==> src/sv/otb_pkg.sv <==
// Shared constants, codes and control/status types of the Otsu binarizer.
// Depends on nothing; otb_dpath, otb_ctrl and the top level import it.
`timescale 1ns / 1ps
package otb_pkg;

  // Histogram geometry (8-bit luma)
  localparam int unsigned LEVELS  = 256;
  localparam int unsigned BIN_AW  = 8;
  localparam int unsigned DEF_MAX_FRAME_PIXELS = 1048576;

  // Result kinds on the output tuser
  localparam logic KIND_PIXEL     = 1'b0;
  localparam logic KIND_THRESHOLD = 1'b1;

  // Input func codes on the input tuser
  localparam logic FUNC_ACCUM    = 1'b0;
  localparam logic FUNC_CLASSIFY = 1'b1;

  // Operand selection of the shared serial multiplier
  typedef enum logic [1:0] {
    MUL_SQ,
    MUL_LHS,
    MUL_RHS
  } mul_sel_e;

  // Controller to datapath commands
  typedef struct packed {
    logic     hist_load;
    logic     cls_load;
    logic     walk_init;
    logic     bin_add;
    logic     prod_calc;
    logic     diff_calc;
    logic     mul_start;
    mul_sel_e mul_sel;
    logic     best_upd;
    logic     t_next;
    logic     thr_load;
  } otb_cmd_t;

  // Datapath to controller status
  typedef struct packed {
    logic out_busy;
    logic wb_zero;
    logic wb_ge_wt;
    logic t_last;
    logic mul_done;
  } otb_sts_t;

endpackage

==> src/sv/otb_ctrl.sv <==
// Controller: accepts items and sequences the bin walk of the threshold search.
// Depends on otb_pkg; drives otb_dpath through command and status structs.
`timescale 1ns / 1ps
module otb_ctrl (
  input  logic                   clk_i,
  input  logic                   rst_ni,
  input  logic                   in_valid_i,
  input  logic                   in_func_i,
  input  logic                   in_last_i,
  output logic                   in_ready_o,
  input  otb_pkg::otb_sts_t      sts_i,
  output otb_pkg::otb_cmd_t      cmd_o
);
  import otb_pkg::*;

  localparam logic [3:0] S_RUN   = 4'd0;
  localparam logic [3:0] S_DRAIN = 4'd1;
  localparam logic [3:0] S_RD    = 4'd2;
  localparam logic [3:0] S_BIN   = 4'd3;
  localparam logic [3:0] S_CHK   = 4'd4;
  localparam logic [3:0] S_DIFF  = 4'd5;
  localparam logic [3:0] S_SQ0   = 4'd6;
  localparam logic [3:0] S_SQ1   = 4'd7;
  localparam logic [3:0] S_L0    = 4'd8;
  localparam logic [3:0] S_L1    = 4'd9;
  localparam logic [3:0] S_R0    = 4'd10;
  localparam logic [3:0] S_R1    = 4'd11;
  localparam logic [3:0] S_CMP   = 4'd12;
  localparam logic [3:0] S_OUT   = 4'd13;

  logic [3:0] state_q;
  logic [3:0] state_d;
  logic       accept;

  assign in_ready_o = (state_q == S_RUN) && !sts_i.out_busy;
  assign accept     = in_valid_i && in_ready_o;

  // Next state and commands
  always_comb begin
    state_d = state_q;
    cmd_o   = '0;
    cmd_o.mul_sel = MUL_SQ;
    unique case (state_q)
      S_RUN: begin
        if (accept) begin
          if (in_func_i == FUNC_CLASSIFY) begin
            cmd_o.cls_load = 1'b1;
          end else begin
            cmd_o.hist_load = 1'b1;
            if (in_last_i) begin
              state_d = S_DRAIN;
            end
          end
        end
      end
      S_DRAIN: begin
        cmd_o.walk_init = 1'b1;
        state_d = S_RD;
      end
      S_RD: begin
        state_d = S_BIN;
      end
      S_BIN: begin
        cmd_o.bin_add = 1'b1;
        state_d = S_CHK;
      end
      S_CHK: begin
        if (sts_i.wb_zero) begin
          if (sts_i.t_last) begin
            state_d = S_OUT;
          end else begin
            cmd_o.t_next = 1'b1;
            state_d = S_RD;
          end
        end else if (sts_i.wb_ge_wt) begin
          state_d = S_OUT;
        end else begin
          cmd_o.prod_calc = 1'b1;
          state_d = S_DIFF;
        end
      end
      S_DIFF: begin
        cmd_o.diff_calc = 1'b1;
        state_d = S_SQ0;
      end
      S_SQ0: begin
        cmd_o.mul_start = 1'b1;
        state_d = S_SQ1;
      end
      S_SQ1: begin
        if (sts_i.mul_done) begin
          state_d = S_L0;
        end
      end
      S_L0: begin
        cmd_o.mul_sel   = MUL_LHS;
        cmd_o.mul_start = 1'b1;
        state_d = S_L1;
      end
      S_L1: begin
        cmd_o.mul_sel = MUL_LHS;
        if (sts_i.mul_done) begin
          state_d = S_R0;
        end
      end
      S_R0: begin
        cmd_o.mul_sel   = MUL_RHS;
        cmd_o.mul_start = 1'b1;
        state_d = S_R1;
      end
      S_R1: begin
        cmd_o.mul_sel = MUL_RHS;
        if (sts_i.mul_done) begin
          state_d = S_CMP;
        end
      end
      S_CMP: begin
        cmd_o.mul_sel  = MUL_RHS;
        cmd_o.best_upd = 1'b1;
        if (sts_i.t_last) begin
          state_d = S_OUT;
        end else begin
          cmd_o.t_next = 1'b1;
          state_d = S_RD;
        end
      end
      S_OUT: begin
        if (!sts_i.out_busy) begin
          cmd_o.thr_load = 1'b1;
          state_d = S_RUN;
        end
      end
      default: begin
        state_d = S_RUN;
      end
    endcase
  end

  always_ff @(posedge clk_i or negedge rst_ni) begin
    if (!rst_ni) begin
      state_q <= S_RUN;
    end else begin
      state_q <= state_d;
    end
  end

  // Walk always begins after the closing item of a frame
  a_walk_start : assert property (@(posedge clk_i) disable iff (!rst_ni)
    (state_q == S_DRAIN) |-> $past(cmd_o.hist_load && in_last_i))
    else $error("bin walk without closing item");

  // Threshold result is loaded only into a free output slot
  a_thr_slot : assert property (@(posedge clk_i) disable iff (!rst_ni)
    cmd_o.thr_load |-> !sts_i.out_busy)
    else $error("threshold load over pending result");

  // Nothing is accepted while the walk runs
  a_walk_stall : assert property (@(posedge clk_i) disable iff (!rst_ni)
    (state_q != S_RUN) |-> !cmd_o.hist_load && !cmd_o.cls_load)
    else $error("item accepted during bin walk");

endmodule

==> config.mk <==
export PLATFORM = sky130hd
export DESIGN_NAME = otb_ctrl
export DESIGN_NICKNAME = d
export VERILOG_FILES = /design/src/sv/otb_pkg.sv /design/src/sv/otb_ctrl.sv
export SDC_FILE = /design/constraint.sdc
export NUM_CORES = 1
export LEC_CHECK = 0
export BUFFER_PORTS_ARGS = -buffer_cell sky130_fd_sc_hd__buf_2
export CAP_MARGIN = 40
export CORE_AREA = 4 4 41 43
export CTS_BUF_LIST = sky130_fd_sc_hd__clkbuf_16
export CTS_CLUSTER_DIAMETER = 40
export DETAILED_ROUTE_END_ITERATION = 8
export DIE_AREA = 0 0 45 47
export MAX_ROUTING_LAYER = met4
export PLACE_DENSITY_LB_ADDON = 0.08
export SLEW_MARGIN = 20
export SYNTH_ARGS = -nofsm -noshare
export SYNTH_HDL_FRONTEND = slang
export SYNTH_SLANG_ARGS = --single-unit
==> constraint.sdc <==
create_clock -name clk_i -period 2.1 [get_ports clk_i]
set_clock_uncertainty 0.05 [all_clocks]
set_input_delay 0.315 -clock clk_i [delete_from_list [all_inputs] [get_ports clk_i]]
set_output_delay 0.315 -clock clk_i [all_outputs]
set_load 0.01 [all_outputs]
==> results.md <==
| Stage | Parameter | Value |
|---|---|---|
| finish | Most common cell after layout, fill and taps aside | sky130_fd_sc_hd__buf_2 |
| floorplanning | Die height | 47 µm |
| timing | Final setup TNS | 0 ps |
| flow run | Max-cap check violation count | 0 |
| clock tree | Maximum buffer depth of the clock tree | 2 |
| grt | Final global-route overflow total | 0 |
| clock tree | Number of instances resized during post-cts repair | 0 |
| pwr | Peak VDD IR | 0.0006992 V |
| floorplanning | Die area | 2115 µm² |
| floorplanning | Width of the die | 45 µm |
| finish | Number of flip-flops in the largest register | 4 |
| pwr | Portion of total power attributed to sequential cells | 0.149 |
| grt | Largest net degree at the start of global routing | 16 |
| grt | Number of antenna violations at the first check in global routing | 0 |
| placement | RePlAce Congestion | 0.7171 |
| floorplanning | Initial standard-cell utilization of the core | 0.3904 |
| yosys | Cell variety after synth | 30 |
| timing | Final count of negative-setup-slack endpoints | 0 |
| drt | Overall routed net length | 1.296 mm |
| clock tree | Clock transition time at the flip-flop clock pins of the worst setup and hold paths | 30 ps |
| drt | Count of routing violations after the opening detailed-route iteration | 4 |
| floorplanning | Number of ports placed on the die boundary | 23 |
| timing | Time the final worst path needs with I/O delays and setup | 1883 ps |
| worst setup path | CP arrival | 1520 ps |
| grt | First-pass GRT wire length | 2.166 mm |
| worst setup path | Data required time of the critical path | 1740 ps |
| finish | Filler Cell Count | 131 |
| worst setup path | Kind of capture point of the worst setup path | primary output |
| min path | Hold/Removal Path Class | input port to async pin |
| timing | Final-report hold violation count | 0 |
| timing | Unrepaired setup endpoints after global routing | no |
| pwr | Internal Dissipation | 697.2 µW |
| timing | Ratio of final minimum period to clock period | 0.8967 |
| worst setup path | Number of cells traversed by the worst register-to-register path | 4 |
| worst setup path | Critical path, cell by cell | buf_4 > or3_1 > nor3_1 > buf_2 |
| clock tree | Number of clock sinks | 4 |
| drt | DRT Pass-1 Iters | 3 |
| worst setup path | Logic depth of the worst setup path including buffers | 4 |
| worst setup path | Master of the slowest instance on the critical path | sky130_fd_sc_hd__dfrtp_1 |
| finish | Highest-count cells in the layout ignoring fill and taps | 22 x sky130_fd_sc_hd__buf_2, 6 x sky130_fd_sc_hd__nand2_1, 6 x sky130_fd_sc_hd__nor2_1 |
| drt | Detailed-route DRC error count | 0 |
| worst setup path | Peak per-stage delay on the critical path | 430 ps |
| clock tree | Clock latency of the later-clocked register in the worst-skew pair | 220 ps |
| timing | Number of max-slew violations in the final report | 0 |
| pwr | Overall power | 1.162 mW |
| pwr | Static Leak | 0.3638 nW |
| finish | Share of post-route cells with drive strength above 1 | 0.4130 |
| finish | Area occupied by multi-input gates | 377.9 µm² |
| timing | Worst Max-Slew Pin Slew | 336.3 ps |
| pwr | Power density over the cells | 1585 nW/µm² |
| finish | Sequential Area | 100.1 µm² |
| grt | Global-route usage over all layers | 0.1432 |
| pwr | Combinational power share | 0.599 |
| pwr | Clock network power share | 0.252 |
| yosys | Cell Area, Synth | 508.0 µm² |
| pwr | Sw power | 464.6 µW |
| yosys | Mapped Avg Cell Area | 7.582 µm² |
| worst setup path | Startpoint Class | flop |
| yosys | Sequential element share of the synthesized area | 0.1970 |
| timing | Worst rel slew slack | 0.7758 |
| drt | Post-route ant nets | 0 |
| yosys | Number of register bits inferred by synthesis | 4 |
| worst setup path | Worst Path Buf+Inv | 2 |
| finish | Final #Nets | 104 |
| grt | Via count of the first global-routing pass | 505 |
| finish | Utilization after layout | 0.5635 |
| timing | Final setup slack of the worst path | 217.0 ps |
| clock tree | H-tree depth reported by CTS | 1 |
| floorplanning | Core Region | 1301 µm² |
| worst setup path | Top cell family by delay on the critical path | simple AND/OR/NAND/NOR gates |
| drt | Number of vias in the routed layout | 561 |
| placement | Post-place setup slack | 343.1 ps |
| clock tree | Clock tree from TritonCTS | yes |
| drt | Post-detailed-route via-to-cell ratio | 5.243 |
| clock tree | Clock buffer count from CTS | 3 |
| yosys | Number of cells produced by synthesis | 67 |
| timing | Maximum frequency from static timing analysis | 0.5311 GHz |
| finish | Largest registers | state_q: 4 flops |
| drt | Post-detailed-route wirelength per cell | 12.11 µm |
| yosys | Net count after synthesis | 77 |
| finish | Ant. Diodes | 0 |
| worst setup path | Crit-path max FO | 15 |
| placement | Detailed placement HPWL | 1.008 mm |
| pwr | Share of total power consumed by net switching | 0.3999 |
| finish | Syn-to-layout area delta | 44.33% |
| yosys | Total of warnings raised by yosys | 0 |
| finish | Register with the most flip-flops | state_q |
| timing | Hold slack | 373.9 ps |
| floorplanning | FP Rows | 13 |
| worst setup path | Crit Path Category | flop to primary output |
| placement | Number of buffers inserted by port buffering | 22 |
| outcome | Outcome | finished, final reports clean |
| clock tree | CTS Root Cell | sky130_fd_sc_hd__clkbuf_16 |
==> routing by layer <==
metal  GRT usage  vias up  share of wire
met3     0.02299        0          0.047
li1            -      296              -
met4     0.05263        0              0
met1      0.1697      251           0.44
met2      0.2429       14           0.51
met5           -        -              0
==> kinds of logic (layout without fill, tap and decap cells) <==
family                 Yosys count  after routing  share of synthesized area
and+or+nand+nor                 37             37                     0.4212
AOI/OAI and AO/OA               13             13                     0.1946
DFF                              4              4                     0.1971
buffers and inverters            8             33                    0.05912
muxes                            5              5                     0.1281
==> cell type report <==
class	count	share of cell area
inverter	3	0.01536
timing repair buffer	27	0.2048
sequential	4	0.1365
clock buffer	3	0.1024
multi-input combinational	55	0.5154
tap	15	0.02560
==> timing repair <==
| action | in CTS | in global routing |
|---|---|---|
| setup buffers | 0 | 0 |
| endpoints found under the hold margin | 4 | 0 |
| hold buffers | 1 | 0 |
==> cells in the mapped netlist <==
cell type / count / area, µm²
sky130_fd_sc_hd__nand2b_1: 4 / 25.02
sky130_fd_sc_hd__nand2_1: 6 / 22.52
sky130_fd_sc_hd__nand3b_1: 1 / 7.510
sky130_fd_sc_hd__o22ai_1: 1 / 6.260
sky130_fd_sc_hd__o32ai_1: 1 / 8.760
sky130_fd_sc_hd__a21o_1: 1 / 7.510
sky130_fd_sc_hd__nor3_2: 1 / 10.01
sky130_fd_sc_hd__a21oi_2: 1 / 8.760
sky130_fd_sc_hd__a21oi_4: 1 / 16.27
sky130_fd_sc_hd__nor3b_1: 1 / 7.510
sky130_fd_sc_hd__or4_4: 1 / 11.26
sky130_fd_sc_hd__o2bb2ai_1: 1 / 8.760
sky130_fd_sc_hd__or4b_4: 1 / 13.76
sky130_fd_sc_hd__or3_1: 2 / 12.51
sky130_fd_sc_hd__dfrtp_1: 4 / 100.1
sky130_fd_sc_hd__o21a_1: 1 / 7.510
sky130_fd_sc_hd__and3_1: 1 / 6.260
sky130_fd_sc_hd__clkbuf_1: 5 / 18.77
sky130_fd_sc_hd__inv_1: 2 / 7.510
sky130_fd_sc_hd__nor3_1: 5 / 25.02
sky130_fd_sc_hd__a31oi_1: 1 / 6.260
sky130_fd_sc_hd__nor4_1: 3 / 18.77
sky130_fd_sc_hd__mux2i_1: 2 / 20.02
sky130_fd_sc_hd__mux2_4: 3 / 45.04
sky130_fd_sc_hd__nor2_1: 6 / 22.52
sky130_fd_sc_hd__nor2b_1: 4 / 25.02
sky130_fd_sc_hd__nand4_1: 1 / 6.260
sky130_fd_sc_hd__inv_2: 1 / 3.750
sky130_fd_sc_hd__a21oi_1: 4 / 20.02
sky130_fd_sc_hd__a22o_1: 1 / 8.760
==> metrics by stage <==
stage                     area [µm²]  cells
final                          733.2    107
after floorplan                508.0     67
after global routing           733.2    107
after CTS                      733.2    107
after detailed placement       648.1    103
after global placement         648.1    103
==> power by group through the flow <==
stage	clock network [mW]	registers (mW)	logic [mW]
5_1_grt	0.304	0.179	0.775
3_5_place_dp	0	0.174	0.702
6_report	0.293	0.173	0.696
3_3_place_gp	0	0.171	0.702
4_1_cts	0.298	0.173	0.704
2_1_floorplan	0	0.161	0.527
==> final timing paths <==
check                                 from          to  slack [ps]
worst max register to register  state_q[2]  state_q[0]         340
worst min register to register  state_q[1]  state_q[1]         720
worst max-delay path            state_q[0]    cmd_o[7]         220
max in group asynchronous           rst_ni  state_q[0]        1510
min in group clk_i                sts_i[1]  state_q[0]         550
worst min-delay path                rst_ni  state_q[3]         370
Note: power is estimated with default switching activity, not from simulation.
